$ cat src/rtl/core/u8d_pkg.sv
// u8d_pkg: types and constants shared by the utf-8 decoder modules
// no dependencies
`timescale 1ns / 1ps

package u8d_pkg;

  localparam int unsigned CpWidth      = 21;
  localparam int unsigned PartialWidth = 15;
  localparam int unsigned QueueDepth   = 4;

  localparam logic [CpWidth-1:0] Replacement = 21'h00FFFD;

  // input beat: one raw byte of text
  typedef struct packed {
    logic [7:0] data_byte;
    logic       end_of_text;
  } in_beat_t;

  // output beat: one decoded code point
  typedef struct packed {
    logic [CpWidth-1:0] code_point;
    logic               last_of_run;
  } out_beat_t;

  // all results caused by one input byte, one or two of them
  typedef struct packed {
    logic [CpWidth-1:0] cp_first;
    logic [CpWidth-1:0] cp_second;
    logic               two;
  } run_t;

  // what the front sends into the queue
  typedef struct packed {
    logic push;
    run_t run;
  } front_req_t;

  // what the queue shows to the back
  typedef struct packed {
    logic valid;
    run_t run;
  } queue_head_t;

endpackage

$ cat src/rtl/core/utf8_decoder_with_replacement.sv
// utf8_decoder_with_replacement: top level of the utf-8 decoder
// depends on u8d_pkg, u8d_front, u8d_queue, u8d_back
`timescale 1ns / 1ps

// usage
// - input side is a queue write port: a beat (one byte of text plus an
//   end of text flag) is taken at a clock edge with push high and full low
// - output side is a queue read port: while empty is low the oldest code
//   point sits on data_o, taken at an edge with pop high
// - each byte gives zero, one or two code points; last_of_run marks the
//   final one belonging to that byte, malformed pieces give U+FFFD
// - one byte a cycle is taken as long as the run queue has room; the
//   output side hands out one code point a cycle while pop is high, so a
//   byte with two results is handed out as two code points in turn
// - when the queue is empty, a taken byte's first code point reaches
//   data_o through a queue slot and then the output register
// - when the receiver stalls, runs collect in a DEPTH-entry queue behind
//   the output register; full rises once it is used up
// - reset clears the open sequence, the queue and the output register;
//   no clearing pass is needed, bytes are taken right after reset

module utf8_decoder_with_replacement import u8d_pkg::*; #(
  parameter int unsigned DEPTH = QueueDepth
) (
  input  logic      clk_i,
  input  logic      rst_ni,
  input  logic      push,
  output logic      full,
  input  in_beat_t  data_i,
  output logic      empty,
  input  logic      pop,
  output out_beat_t data_o
);

  front_req_t  req;
  queue_head_t head;
  logic        head_pop;
  logic        accept;

  // a beat is only taken while the queue has a free slot
  assign accept = push && !full;

  u8d_front u_front (
    .clk_i    (clk_i),
    .rst_ni   (rst_ni),
    .accept_i (accept),
    .beat_i   (data_i),
    .req_o    (req)
  );

  u8d_queue #(
    .DEPTH (DEPTH)
  ) u_queue (
    .clk_i  (clk_i),
    .rst_ni (rst_ni),
    .req_i  (req),
    .pop_i  (head_pop),
    .full_o (full),
    .head_o (head)
  );

  // output register refills from the queue as its last result leaves
  u8d_back u_back (
    .clk_i      (clk_i),
    .rst_ni     (rst_ni),
    .head_i     (head),
    .head_pop_o (head_pop),
    .pop_i      (pop),
    .empty_o    (empty),
    .data_o     (data_o)
  );

endmodule

$ cat src/rtl/core/u8d_front.sv
// u8d_front: accepts bytes, holds the open sequence and builds result runs
// depends on u8d_pkg
`timescale 1ns / 1ps

module u8d_front import u8d_pkg::*; (
  input  logic       clk_i,
  input  logic       rst_ni,
  input  logic       accept_i,
  input  in_beat_t   beat_i,
  output front_req_t req_o
);

  logic [PartialWidth-1:0] part_q, part_d;
  logic [1:0]              due_q, due_d;

  logic [7:0]              b;
  logic                    lead_emit;
  logic [CpWidth-1:0]      lead_cp;
  logic [PartialWidth-1:0] lead_part;
  logic [1:0]              lead_due;
  logic [CpWidth-1:0]      cont_v;
  logic [1:0]              next_due;
  logic [1:0]              cnt;
  logic [CpWidth-1:0]      cp_a, cp_b;

  assign b        = beat_i.data_byte;
  assign cont_v   = {part_q, b[5:0]};
  assign next_due = due_q - 2'd1;

  // lead byte decode, used with no sequence open and after a broken one
  always_comb begin
    lead_emit = 1'b0;
    lead_cp   = Replacement;
    lead_part = '0;
    lead_due  = 2'd0;
    priority if (b[7] == 1'b0) begin
      lead_emit = 1'b1;
      lead_cp   = {13'd0, b};
    end else if (b[7:5] == 3'b110) begin
      lead_part = {10'd0, b[4:0]};
      lead_due  = 2'd1;
    end else if (b[7:4] == 4'b1110) begin
      lead_part = {11'd0, b[3:0]};
      lead_due  = 2'd2;
    end else if (b[7:3] == 5'b11110) begin
      lead_part = {12'd0, b[2:0]};
      lead_due  = 2'd3;
    end else begin
      lead_emit = 1'b1;
    end
  end

  always_comb begin
    cnt    = 2'd0;
    cp_a   = Replacement;
    cp_b   = Replacement;
    part_d = part_q;
    due_d  = due_q;
    if (due_q == 2'd0) begin
      part_d = lead_part;
      due_d  = lead_due;
      if (lead_emit) begin
        cnt  = 2'd1;
        cp_a = lead_cp;
      end
    end else if (b[7:6] == 2'b10) begin
      if (next_due == 2'd0) begin
        cnt    = 2'd1;
        cp_a   = cont_v;
        part_d = '0;
        due_d  = 2'd0;
      end else begin
        part_d = cont_v[PartialWidth-1:0];
        due_d  = next_due;
      end
    end else begin
      // missing continuation: replacement, then the byte again as a lead
      cnt    = 2'd1;
      part_d = lead_part;
      due_d  = lead_due;
      if (lead_emit) begin
        cnt  = 2'd2;
        cp_b = lead_cp;
      end
    end
    // text ends inside a sequence
    if (beat_i.end_of_text && (due_d != 2'd0)) begin
      if (cnt == 2'd0) begin
        cnt  = 2'd1;
        cp_a = Replacement;
      end else begin
        cnt  = 2'd2;
        cp_b = Replacement;
      end
      part_d = '0;
      due_d  = 2'd0;
    end
  end

  always_ff @(posedge clk_i or negedge rst_ni) begin
    if (!rst_ni) begin
      part_q <= '0;
      due_q  <= 2'd0;
    end else if (accept_i) begin
      part_q <= part_d;
      due_q  <= due_d;
    end
  end

  assign req_o.push          = accept_i && (cnt != 2'd0);
  assign req_o.run.cp_first  = cp_a;
  assign req_o.run.cp_second = cp_b;
  assign req_o.run.two       = (cnt == 2'd2);

endmodule

$ cat src/rtl/core/u8d_queue.sv
// u8d_queue: short queue of result runs between front and back
// depends on u8d_pkg
`timescale 1ns / 1ps

module u8d_queue import u8d_pkg::*; #(
  parameter int unsigned DEPTH = QueueDepth
) (
  input  logic        clk_i,
  input  logic        rst_ni,
  input  front_req_t  req_i,
  input  logic        pop_i,
  output logic        full_o,
  output queue_head_t head_o
);

  localparam int unsigned PtrW = (DEPTH > 1) ? $clog2(DEPTH) : 1;
  localparam int unsigned CntW = $clog2(DEPTH + 1);

  run_t            slot_q [DEPTH];
  logic [PtrW-1:0] wr_q, rd_q;
  logic [CntW-1:0] cnt_q;
  logic            do_pop;

  assign do_pop = pop_i && (cnt_q != '0);
  assign full_o = (cnt_q == CntW'(DEPTH));

  always_ff @(posedge clk_i) begin
    if (req_i.push) begin
      slot_q[wr_q] <= req_i.run;
    end
  end

  always_ff @(posedge clk_i or negedge rst_ni) begin
    if (!rst_ni) begin
      wr_q  <= '0;
      rd_q  <= '0;
      cnt_q <= '0;
    end else begin
      if (req_i.push) begin
        wr_q <= (wr_q == PtrW'(DEPTH - 1)) ? '0 : wr_q + PtrW'(1);
      end
      if (do_pop) begin
        rd_q <= (rd_q == PtrW'(DEPTH - 1)) ? '0 : rd_q + PtrW'(1);
      end
      if (req_i.push && !do_pop) begin
        cnt_q <= cnt_q + CntW'(1);
      end else if (do_pop && !req_i.push) begin
        cnt_q <= cnt_q - CntW'(1);
      end
    end
  end

  assign head_o.valid = (cnt_q != '0);
  assign head_o.run   = slot_q[rd_q];

endmodule

$ cat src/rtl/core/u8d_back.sv
// u8d_back: output register, hands out the results of one run in order
// depends on u8d_pkg
`timescale 1ns / 1ps

module u8d_back import u8d_pkg::*; (
  input  logic        clk_i,
  input  logic        rst_ni,
  input  queue_head_t head_i,
  output logic        head_pop_o,
  input  logic        pop_i,
  output logic        empty_o,
  output out_beat_t   data_o
);

  logic valid_q;
  logic sel_q;
  run_t run_q;
  logic last;
  logic take;

  assign last       = !run_q.two || sel_q;
  assign take       = pop_i && valid_q;
  assign head_pop_o = head_i.valid && (!valid_q || (take && last));

  always_ff @(posedge clk_i or negedge rst_ni) begin
    if (!rst_ni) begin
      valid_q <= 1'b0;
      sel_q   <= 1'b0;
    end else if (head_pop_o) begin
      valid_q <= 1'b1;
      sel_q   <= 1'b0;
    end else if (take) begin
      valid_q <= !last;
      sel_q   <= !last;
    end
  end

  always_ff @(posedge clk_i) begin
    if (head_pop_o) begin
      run_q <= head_i.run;
    end
  end

  assign empty_o            = !valid_q;
  assign data_o.code_point  = sel_q ? run_q.cp_second : run_q.cp_first;
  assign data_o.last_of_run = last;

endmodule

$ cat config.mk
export PLATFORM = sky130hd
export DESIGN_NAME = utf8_decoder_with_replacement
export DESIGN_NICKNAME = d
export VERILOG_FILES = /design/src/rtl/core/u8d_pkg.sv /design/src/rtl/core/utf8_decoder_with_replacement.sv /design/src/rtl/core/u8d_front.sv /design/src/rtl/core/u8d_queue.sv /design/src/rtl/core/u8d_back.sv
export SDC_FILE = /design/constraint.sdc
export NUM_CORES = 1
export LEC_CHECK = 0
export BUFFER_PORTS_ARGS = -buffer_cell sky130_fd_sc_hd__buf_4
export CELL_PAD_IN_SITES_DETAIL_PLACEMENT = 0
export CELL_PAD_IN_SITES_GLOBAL_PLACEMENT = 1
export CORE_MARGIN = 2
export CORE_UTILIZATION = 35
export CTS_CLUSTER_SIZE = 24
export DETAILED_ROUTE_END_ITERATION = 6
export GPL_TIMING_DRIVEN = 0
export MAX_ROUTING_LAYER = met4
export PLACE_DENSITY = 0.69
export SKIP_CTS_REPAIR_TIMING = 1
export SYNTH_ARGS = -nofsm -noshare
export SYNTH_HDL_FRONTEND = slang
export SYNTH_SLANG_ARGS = --single-unit
$ cat constraint.sdc
create_clock -name clk_i -period 4.8 [get_ports clk_i]
set_input_delay 1.44 -clock clk_i [delete_from_list [all_inputs] [get_ports clk_i]]
set_output_delay 1.44 -clock clk_i [all_outputs]
set_load 0.02 [all_outputs]
# After elaboration in Yosys (flattened, before gate mapping)
# Memory sizes are Yosys's and may differ from the RTL's. A register that Yosys moved wholly into a read port is not among the register bits.
# Cells that the tools add are included.
totals:
  mem_count: 1
  word_cells: 94
  output_inout_bits: 24
  in_bits: 13
  ramBits: 172
  reg_bits: 26
op_classes:
  muxes: 48
  addsub: 5
  eq_ne: 8
  n_reduce_logical: 25
mem_list:
  columns: ["memory", "words", "width", "read_ports", "rd_ports_with_merged_regs", "write_ports", "line", "rtl"]
  rows:
  - ["u_queue.slot_q", 4, 43, 1, 1, 1, "u8d_queue.sv:19", "run_t slot_q [DEPTH];"]
op_table:
  columns: ["cell", "n"]
  rows:
  - ["two-way mux 21 bit", 11]
  - ["two-way mux 15 bit", 7]
  - ["two-way mux 2 bit", 15]
  - ["two-way mux 16 bit", 1]
  - ["two-way mux 1 bit", 11]
  - ["logical AND 1 bit", 9]
  - ["two-way mux 3 bit", 3]
  - ["equality test 2 bit (second input constant)", 4]
  - ["nonzero test 2 bit", 4]
  - ["equality test 3 bit (second input constant)", 2]
  - ["zero test 1 bit", 6]
  - ["zero test 2 bit", 3]
  - ["equality test 5 bit (second input constant)", 1]
  - ["adder 2 x 1 -> 2 bit (second input constant)", 2]
  - ["equality test 4 bit (second input constant)", 1]
  - ["adder 3 x 1 -> 3 bit (second input constant)", 1]
  - ["nonzero test 3 bit", 1]
  - ["subtractor 3 x 1 -> 3 bit (second input constant)", 1]
  - ["logical OR 1 bit", 2]
  - ["subtractor 2 x 1 -> 2 bit (second input constant)", 1]

# Depth between registers and ports, before layout
# Gate-level depths: netlist of the first run.
depth:
  ltp_word: 17
  mapped_depth: 11
  mapped_depth_nobuf: 11

# Hierarchy
# A second synthesis of the first run with hierarchy kept.
hier_totals:
  hier_cells: 494
  area_unflattened_um2: 9611.7
modules_own_cells:
  columns: ["mod", "n_inst", "seq_area_each_um2", "cells_each", "area_per_inst_um2"]
  rows:
  - ["u8d_queue", 1, 5340.1, 262, 6688.9]
  - ["u8d_back", 1, 1341.3, 78, 1736.7]
  - ["u8d_front", 1, 425.4, 153, 1172.4]
  - ["utf8_decoder_with_replacement", 1, 0.0, 1, 13.8]

# Worst setup path before layout of the first run
# OpenSTA, ideal clock, no wires.
synth_path:
  path_type: "input to register"
  from: "input pop"
  to: "register u_queue.cnt_q[1]"
  n_path_buf: 0
  path_stages: 7
  t_arrival_ns: 4.238
  path_slack_ns: 0.438
  required_time_ns: 4.675
  setup_ns: 0.125
  cell_sequence: "nand2_1 -> a21oi_1 -> inv_1 -> ha_1 -> inv_1 -> fa_1 -> mux2_2"
synth_via:
  elab_chain_cells: 8
  elab_cells_between_ends: 10
  classes_between: "mux: 1; reduce/logical: 9"
synth_rtl:
  columns: ["element", "line", "rtl"]
  rows:
  - ["from (decl)", "utf8_decoder_with_replacement.sv:31", "input logic pop,"]
  - ["logical AND 1 bit (*)", "u8d_back.sv:22", "assign take = pop_i && valid_q;"]
  - ["logical AND 1 bit (*)", "u8d_back.sv:23", "assign head_pop_o = head_i.valid && (!valid_q || (take && last));"]
  - ["logical OR 1 bit (*)", "u8d_back.sv:23", null]
  - ["logical AND 1 bit (*)", "u8d_back.sv:23", null]
  - ["net head_pop", "utf8_decoder_with_replacement.sv:37", "logic head_pop;"]
  - ["logical AND 1 bit (*)", "u8d_queue.sv:24", "assign do_pop = pop_i && (cnt_q != '0);"]
  - ["zero test 1 bit", "u8d_queue.sv:45", "if (req_i.push && !do_pop) begin"]
  - ["logical AND 1 bit", "u8d_queue.sv:45", null]
  - ["two-way mux 3 bit / nonzero test 2 bit (equally long branches)", null, null]
  - ["to (signal assigned)", "u8d_queue.sv:46", "cnt_q <= cnt_q + CntW'(1);"]
  - ["to (signal assigned)", "u8d_queue.sv:48", "cnt_q <= cnt_q - CntW'(1);"]
  - ["to (decl)", "u8d_queue.sv:21", "logic [CntW-1:0] cnt_q;"]
# Mark *: on every way through the listed nets, which the timed path passes. The rest lies on a longest branch.
# A chain may end at the register's enable or synchronous reset.

==> flow_summary.yaml, run 1 <==
timing:
  setup_ws_ns: 1.12
  period_minus_slack_ns: 3.68
  final-setup-viol-count: 0
  finalSetupTns_ns: 0
  rsz0062_at_grt: "no"
  whs_ns: 0.502
  maxSlewHeadroom_pct: 35.2
  slew_viol_final: 0
  fin_crit_sh_pct: 76.7
  fin_skew_ns: 0.00752
  fmax_mhz: 272
  hold_viol_final: 0
  tightestPinTransition_ns: 0.972
critical_path:
  worst-path-max-fanout: 10
  start_kind: "flop"
  cp.arrival_ns: 2.24
  critical_path_class: "reg2out"
  path_buf_inv: 2
  required_ns: 3.36
  max_stage_delay_ns: 0.55
  crit_path_top_delay_cell: "dfrtp_1"
  cp_top_family: "buffers and inverters"
  path_cells: "clkbuf_1 > nand2_1 > o21ai_0 > buf_4"
  end_kind: "primary output"
detailed_routing:
  routed_wl_mm: 13.7
  postRouteAntennaNets: 0
  num_vias: 3572
  routed_via_density: 4.90
  drt-initial-drc-count: 266
  wl_per_cell_um: 18.8
  drt-pass1-iter-count: 5
  drc: 0
clock_tree:
  cts_buffers: 17
  clk_latency_ns: 0.42
  cts.sinks: 176
  cts_max_level: 4
  clk_pin_slew_ns: 0.06
  cts_tree: "built"
  clk_path_buf_depth: 2
  root_buffer: "clkbuf_16"
place:
  dp.cells: 697
  gp_congestion: 0.774
  dp_slack_ns: 0.924
  port_buffers: 34
  dp_hpwl_mm: 8.79
  dpl_cell_area_um2: 7700
min_path:
  hp-class: "reg2reg"
synth:
  post_synth.cell_area_avg_um2: 17.8
  synth_edf_count: 150
  synth_fp_nets: 419
  synth-seq-area-share_pct: 72.9
  synthDistinctLibCells: 44
  ys_seq_elements: 176
  yosysWarnings: 0
  synth_flop_cell: "edfxtp_1"
  ys_async_sr_fraction_pct: 14.8
  synth_area_um2: 7070
  syn_inst: 397
die:
  core_area_um2: 19700
  initial_core_util_pct: 36.0
  fp.dieH_um: 146
  fp.dieW_um: 146
  die_area_um2: 21400
  num_rows: 51
  ioPinCount: 37
job:
  drv_cap: 0
final_layout:
  fin_area_um2: 8310
  drive_above_1_share_pct: 26.1
  fin_nets: 473
  stdcell_count: 729
  synthToLayoutAreaGrowth_pct: 17.6
  n_fill_cell: 1786
  diodes: 0
  postLayoutCoreUtil_pct: 42.3
global_route:
  grt_pass1_wl_mm: 21.7
  grt_overflow: 0
  grt_max_degree: 31
  grt_usage_pct: 14.0
  antenna_found_initial: 0
  grt_pass1_vias: 3884
pwr:
  peakVddDrop_mv: 0.256
  p_leak_nw: 2.89
  total_power_mw: 5.18
  powerDensity_nw_per_um2: 624
outcome:
  outcome: "complete, no violations"
-- final timing paths --
path                                               start                             end  slack, ns  cells after the start
setup / recovery                u_back.sel_q$_DFFE_PN0P_                       data_o[8]       1.12                      4
hold / removal             u_front.part_q[1]$_DFFE_PN0P_   u_front.part_q[7]$_DFFE_PN0P_       0.50                      1
setup reg to reg            u_front.due_q[0]$_DFFE_PN0P_    u_queue.cnt_q[2]$_DFFE_PN0P_       1.75                     11
hold reg to reg            u_front.part_q[1]$_DFFE_PN0P_   u_front.part_q[7]$_DFFE_PN0P_       0.50                      1
max in group asynchronous                         rst_ni  u_front.part_q[10]$_DFFE_PN0P_       3.58                      1
min in group asynchronous                         rst_ni  u_front.part_q[13]$_DFFE_PN0P_       0.94                      1
-- metal layers --
layer  routed length [µm]  vias up  part of all wire, %  track usage (%)
li1                     -     1636                    -                -
met1                 6180     1848                   45             17.6
met3                  543        9                  4.0             3.47
met4                   81        0                 0.59             3.45
met2                 6910       79                   50             22.9
met5                    0        -                    0                -
-- Yosys cell counts, types with 6 or more instances --
cell | n | area (µm²)
edfxtp_1 | 150 | 4500
mux4_2 | 30 | 676
inv_1 | 29 | 109
dfrtp_1 | 26 | 651
o21ai_0 | 23 | 115
nand2_1 | 15 | 56.3
and2_1 | 11 | 68.8
a22o_1 | 10 | 87.6
mux2_2 | 10 | 113
clkbuf_1 | 9 | 33.8
ha_1 | 8 | 100
nor2b_1 | 8 | 50.1
nand2b_1 | 7 | 43.8
buf_2 | 6 | 30.0
nor2_1 | 6 | 22.5
or3_1 | 6 | 37.5
-- registers in the layout, indices dropped and copies added, names as in the netlist --
signal	count
u_back.run_q	30
u_back.sel_q	1
u_front.part_q	15
u_queue.rd_q	2
u_queue.wr_q	2
u_back.valid_q	1
u_front.due_q	2
u_queue.cnt_q	3
u_queue.slot_q	120
-- layout make-up --
cell class	instances	area (µm²)	share of cell area, %
inverters	29	109	1.31
plain buffers	19	90.1	1.08
multi-input cells	173	1730	20.8
flip-flops and latches	176	5150	62.0
well taps	265	332	3.99
repair buffers	35	283	3.40
clock inverters	5	101	1.22
clock buffers	27	513	6.17
-- kinds of logic (layout without fill, tap and decap cells) --
family	after synthesis	in the layout	synth area share, %
AO/OA/AOI/OAI	53	53	5.06
XOR/XNOR	3	3	0.372
adder cells (fa/ha/maj)	9	9	1.70
buffers and inverters	48	115	2.81
flip-flops	176	176	72.9
multiplexers	42	42	11.6
AND/OR/NAND/NOR	66	66	5.56
-- report_power, final --
group          switching, mW  leakage [nW]  internal [mW]
logic                  0.877         0.914          0.661
registers              0.117          1.68           2.11
clock network          0.529         0.295          0.888
-- placed cells by master (no fill, tap or decap), types with 3 or more instances in the layout --
cell       Yosys  routed
nor2b_1        8       8
clkbuf_1       9      14
buf_2          6       6
o22ai_1        3       3
buf_4          1      35
ha_1           8       8
and2_1        11       7
clkbuf_8       0       5
mux2_2        10      10
nand2b_1       7       7
a21oi_1        5       4
bufinv_16      0       3
or3_1          6       6
mux4_2        30      30
inv_1         29      29
dfrtp_1       26      26
and2_2         0       4
edfxtp_1     150     150
a22o_1        10      10
nor2_1         6       6
clkbuf_16      0      17
nand2_1       15      15
o21ai_0       23      23
-- worst reg2reg max path, delay by kind of cell (launching register included) --
kind                     cells  cell delay [ns]
XOR/XNOR                     2             0.31
flip-flops                   1             0.38
adder cells (fa/ha/maj)      3             0.97
buffers and inverters        2             0.19
AND/OR/NAND/NOR              3             0.79
AO/OA/AOI/OAI                1             0.33
Note: power is estimated with default switching activity, not from simulation.
==> run 2: changes to the inputs <==
==> constraint.sdc (replaced) <==
create_clock -name clk_i -period 3.4 [get_ports clk_i]
set_input_delay 1.02 -clock clk_i [delete_from_list [all_inputs] [get_ports clk_i]]
set_output_delay 1.02 -clock clk_i [all_outputs]
set_load 0.02 [all_outputs]
==> flow_summary.yaml, run 2 (synthesized netlist as in run 1, its figures left out) <==
detailed_routing:
  routed_via_density: 4.88
  wl_per_cell_um: 18.6
  num_vias: 3549
  postRouteAntennaNets: 0
  drc: 0
  routed_wl_mm: 13.5
  drt-initial-drc-count: 274
  drt-pass1-iter-count: 7
critical_path:
  end_kind: "primary output"
  cp_top_family: "buffers and inverters"
  required_ns: 2.38
  path_cells: "clkbuf_1 > nand2_1 > o21ai_0 > buf_4"
  reg2reg_depth: 11
  worst-path-max-fanout: 10
  crit_path_top_delay_cell: "dfrtp_1"
  path_buf_inv: 2
  max_stage_delay_ns: 0.54
  critical_path_class: "reg2out"
  cp.arrival_ns: 2.19
  cp.depth: 4
  start_kind: "flop"
final_layout:
  multi_input_area_um2: 1730
  seqCellArea_um2: 5150
  stdcell_count: 727
  top_regs: "u_queue.slot_q (120), u_back.run_q (30), u_front.part_q (15)"
  layout_commonest_cell: "edfxtp_1"
  synthToLayoutAreaGrowth_pct: 16.7
  top_register: "u_queue.slot_q"
  fin_nets: 473
  largest_reg_flops: 120
  layout_common_cells: "150 x edfxtp_1, 35 x buf_4, 30 x mux4_2"
  drive_above_1_share_pct: 26.4
  n_fill_cell: 1824
  postLayoutCoreUtil_pct: 42.0
  diodes: 0
timing:
  hold_viol_final: 0
  fmax_mhz: 311
  fin_skew_ns: 0.00585
  tightestPinTransition_ns: 0.950
  rsz0062_at_grt: "no"
  finalSetupTns_ns: 0
  fin_crit_sh_pct: 94.4
  slew_viol_final: 0
  whs_ns: 0.502
  final-setup-viol-count: 0
  maxSlewHeadroom_pct: 36.7
  setup_ws_ns: 0.189
  period_minus_slack_ns: 3.21
die:
  fp.dieH_um: 146
  ioPinCount: 37
  num_rows: 51
  fp.dieW_um: 146
  initial_core_util_pct: 36.0
  core_area_um2: 19700
  die_area_um2: 21400
clock_tree:
  cts_tree: "built"
  clk_latency_ns: 0.42
  clk_pin_slew_ns: 0.06
  clk_path_buf_depth: 2
  root_buffer: "clkbuf_16"
  cts.sinks: 176
  cts_max_level: 4
  cts_buffers: 17
global_route:
  antenna_found_initial: 0
  grt_pass1_vias: 3721
  grt_overflow: 0
  grt_usage_pct: 14.0
  grt_max_degree: 31
  grt_pass1_wl_mm: 21.5
job:
  drv_cap: 0
pwr:
  powerDensity_nw_per_um2: 865
  p_leak_nw: 2.87
  peakVddDrop_mv: 0.310
place:
  gp_congestion: 0.822
  dp_slack_ns: -0.0690
  port_buffers: 34
  dp_hpwl_mm: 8.58
  dp.cells: 697
min_path:
  min_path_cells: 1
  hp-class: "reg2reg"
outcome:
  outcome: "complete, no violations"
==> run 2: cell types whose count changed in the layout (fill, tap and decap cells not counted), sizes merged <==
cell	change
clkbuf	-9
clkinv	+7
bufinv	-1
clkinvlp	-1
inv	+2
==> run 2: per-stage QoR <==
stage / area, µm² / power (mW)
5_1_grt: 8250 / 7.52
4_1_cts: 8250 / 7.25
3_3_place_gp: 7660 / 5.32
3_5_place_dp: 7700 / 5.42
2_1_floorplan: 7070 / 4.58
6_report: 8250 / 7.14
==> run 2: cell type report <==
class	count	area share (%)
clock inverters	12	1.44
multi-input cells	173	21.0
flip-flops and latches	176	62.5
well taps	265	4.02
repair buffers	35	3.43
inverters	29	1.32
clock buffers	18	5.20
plain buffers	19	1.09
==> run 2: worst register-to-register path, cell delays in order, from the launching register on <==
cell     delay [ns]
dfrtp_1        0.37
inv_1          0.11
ha_1           0.30
nor4b_4        0.49
nand3_4        0.15
a31oi_4        0.32
ha_1           0.24
inv_1          0.07
fa_1           0.43
xor2_1         0.17
nor2_1         0.11
xor2_1         0.15
==> run 2: power by group <==
part / switching (mW) / internal (mW)
sequential: 0.163 / 2.98
combinational: 1.24 / 0.933
clock: 0.757 / 1.07
==> run 2: final timing paths <==
kind,from,to,slack (ns)
max,u_back.sel_q$_DFFE_PN0P_,data_o[8],0.19
min,u_front.part_q[11]$_DFFE_PN0P_,u_front.part_q[11]$_DFFE_PN0P_,0.50
max reg2reg,u_front.due_q[0]$_DFFE_PN0P_,u_queue.cnt_q[2]$_DFFE_PN0P_,0.42
min reg2reg,u_front.part_q[11]$_DFFE_PN0P_,u_front.part_q[11]$_DFFE_PN0P_,0.50
max in group asynchronous,rst_ni,u_front.part_q[9]$_DFFE_PN0P_,2.61
min in group asynchronous,rst_ni,u_back.valid_q$_DFFE_PN0P_,0.51
==> run 2: routing by layer <==
metal,GRT usage [%],part of all wire [%],vias to the layer above
met5,-,0,-
met4,4.22,1.4,0
met3,3.72,4.1,13
met2,22.5,50,75
met1,17.4,45,1814
li1,-,-,1647
==> run 3: changes to the inputs <==
--- a/config.mk
+++ b/config.mk
@@ -6,15 +6,15 @@
 export NUM_CORES = 1
 export LEC_CHECK = 0
 export BUFFER_PORTS_ARGS = -buffer_cell sky130_fd_sc_hd__buf_4
-export CELL_PAD_IN_SITES_DETAIL_PLACEMENT = 0
-export CELL_PAD_IN_SITES_GLOBAL_PLACEMENT = 1
+export CELL_PAD_IN_SITES_DETAIL_PLACEMENT = 2
+export CELL_PAD_IN_SITES_GLOBAL_PLACEMENT = 2
 export CORE_MARGIN = 2
 export CORE_UTILIZATION = 35
 export CTS_CLUSTER_SIZE = 24
 export DETAILED_ROUTE_END_ITERATION = 6
 export GPL_TIMING_DRIVEN = 0
 export MAX_ROUTING_LAYER = met4
-export PLACE_DENSITY = 0.69
+export PLACE_DENSITY = 0.74
 export SKIP_CTS_REPAIR_TIMING = 1
 export SYNTH_ARGS = -nofsm -noshare
 export SYNTH_HDL_FRONTEND = slang
==> flow_summary.yaml, run 3 (synthesized netlist as in run 1, its figures left out) <==
final_layout:
  fin_area_um2: 8290
  largest_reg_flops: 120
  top_regs: "u_queue.slot_q (120), u_back.run_q (30), u_front.part_q (15)"
  top_register: "u_queue.slot_q"
  diodes: 0
  drive_above_1_share_pct: 27.4
  layout_commonest_cell: "edfxtp_1"
  synthToLayoutAreaGrowth_pct: 17.3
  layout_common_cells: "150 x edfxtp_1, 35 x buf_4, 30 x mux4_2"
  fin_nets: 473
global_route:
  grt_max_degree: 31
  grt_pass1_wl_mm: 26.2
  antenna_found_initial: 0
  grt_usage_pct: 17.4
  grt_overflow: 0
  grt_pass1_vias: 4189
clock_tree:
  root_buffer: "clkbuf_16"
  cts_buffers: 17
  clk_pin_slew_ns: 0.07
  cts_max_level: 4
  cts_tree: "built"
  clk_path_buf_depth: 2
  cts.sinks: 176
  clk_latency_ns: 0.44
timing:
  maxSlewHeadroom_pct: 35.6
  fin_skew_ns: 0.0192
  rsz0062_at_grt: "no"
  period_minus_slack_ns: 3.15
  tightestPinTransition_ns: 0.965
  whs_ns: 0.501
  hold_viol_final: 0
  final-setup-viol-count: 0
  slew_viol_final: 0
  fin_crit_sh_pct: 92.8
  fmax_mhz: 317
detailed_routing:
  drt-initial-drc-count: 333
  postRouteAntennaNets: 0
  routed_via_density: 5.05
  drt-pass1-iter-count: 4
  drc: 0
  num_vias: 3678
  wl_per_cell_um: 23.1
  routed_wl_mm: 16.8
critical_path:
  critical_path_class: "reg2reg"
  path_buf_inv: 2
  end_kind: "flop"
  cp_top_family: "adder cells"
  max_stage_delay_ns: 0.54
  start_kind: "flop"
  worst-path-max-fanout: 7
  required_ns: 3.76
  cp.arrival_ns: 3.51
  path_cells: "inv_1 > ha_1 > nor4b_4 > nand3_4 > a31oi_4 > ha_1 > inv_1 > fa_1 > xor2_1 > nor2_1 > xor2_1"
  crit_path_top_delay_cell: "nor4b_4"
  rrSetupSlack_ns: 0.25
die:
  initial_core_util_pct: 36.0
  core_area_um2: 19700
  fp.dieH_um: 146
  num_rows: 51
  fp.dieW_um: 146
  ioPinCount: 37
  die_area_um2: 21400
place:
  dpl_cell_area_um2: 7700
  port_buffers: 34
  gp_congestion: 0.755
  dp_hpwl_mm: 11.2
min_path:
  hp-class: "in2async"
outcome:
  outcome: "complete, no violations"
pwr:
  powerDensity_nw_per_um2: 888
  p_leak_nw: 2.87
  peakVddDrop_mv: 0.361
job:
  drv_cap: 0
run 3: changes by cell type in the layout (fill, tap and decap cells not counted), sizes merged:
| cell | before | now |
|---|---|---|
| clkinvlp | 0 | 5 |
| clkinv | 8 | 5 |
run 3: metal layers:
metal / up-vias / global-route usage, % / share of wire [%]
li1: 1636 / - / -
met1: 1954 / 21.3 / 43
met2: 74 / 29.2 / 52
met3: 14 / 3.19 / 2.9
met4: 0 / 5.97 / 1.2
met5: - / - / 0
run 3: final timing paths:
kind | to | cells past startpoint | startpoint
hold / removal | u_queue.wr_q[0]$_DFFE_PN0P_ | 1 | rst_ni
setup reg to reg | u_queue.cnt_q[2]$_DFFE_PN0P_ | 11 | u_front.due_q[0]$_DFFE_PN0P_
max in group asynchronous | u_front.part_q[11]$_DFFE_PN0P_ | 1 | rst_ni
min in group clk_i | u_front.part_q[8]$_DFFE_PN0P_ | 1 | u_front.part_q[2]$_DFFE_PN0P_
hold reg to reg | u_front.part_q[8]$_DFFE_PN0P_ | 1 | u_front.part_q[2]$_DFFE_PN0P_
setup / recovery | u_queue.cnt_q[2]$_DFFE_PN0P_ | 11 | u_front.due_q[0]$_DFFE_PN0P_
run 3: per-stage QoR:
step | setup WS (ns) | total power, mW | TNS, ns | util (%) | std cells
floorplan | 0.193 | 4.58 | 0 | - | 397
global placement | -0.649 | 5.32 | -77.87 | 39.0 | 696
detailed placement | -0.0965 | 5.53 | -5.51 | 39.2 | 697
CTS | -0.0509 | 7.48 | -0.105 | 42.2 | 729
global route | 0.0369 | 7.75 | 0 | 42.2 | 729
finish | 0.245 | 7.36 | 0 | 42.2 | 729
run 3: worst reg2reg max path, cell delays in order, from the launching register on:
cell	delay, ns
dfrtp_1	0.39
inv_1	0.13
ha_1	0.33
nor4b_4	0.54
nand3_4	0.16
a31oi_4	0.32
ha_1	0.25
inv_1	0.07
fa_1	0.45
xor2_1	0.18
nor2_1	0.12
xor2_1	0.15
run 3: report_power, final:
| part | internal [mW] | switching, mW | total [mW] |
|---|---|---|---|
| logic | 0.938 | 1.30 | 2.24 |
| clock network | 1.09 | 0.851 | 1.94 |
| registers | 2.98 | 0.194 | 3.18 |
run 3: final cells by class:
type	count	area, µm²
Fill cell	1930	11400
Sequential cell	176	5150
Multi-Input combinational cell	173	1730
Clock buffer	18	429
Tap cell	265	332
Timing Repair Buffer	35	283
Clock inverter	14	161
Inverter	29	109
Buffer	19	91.3
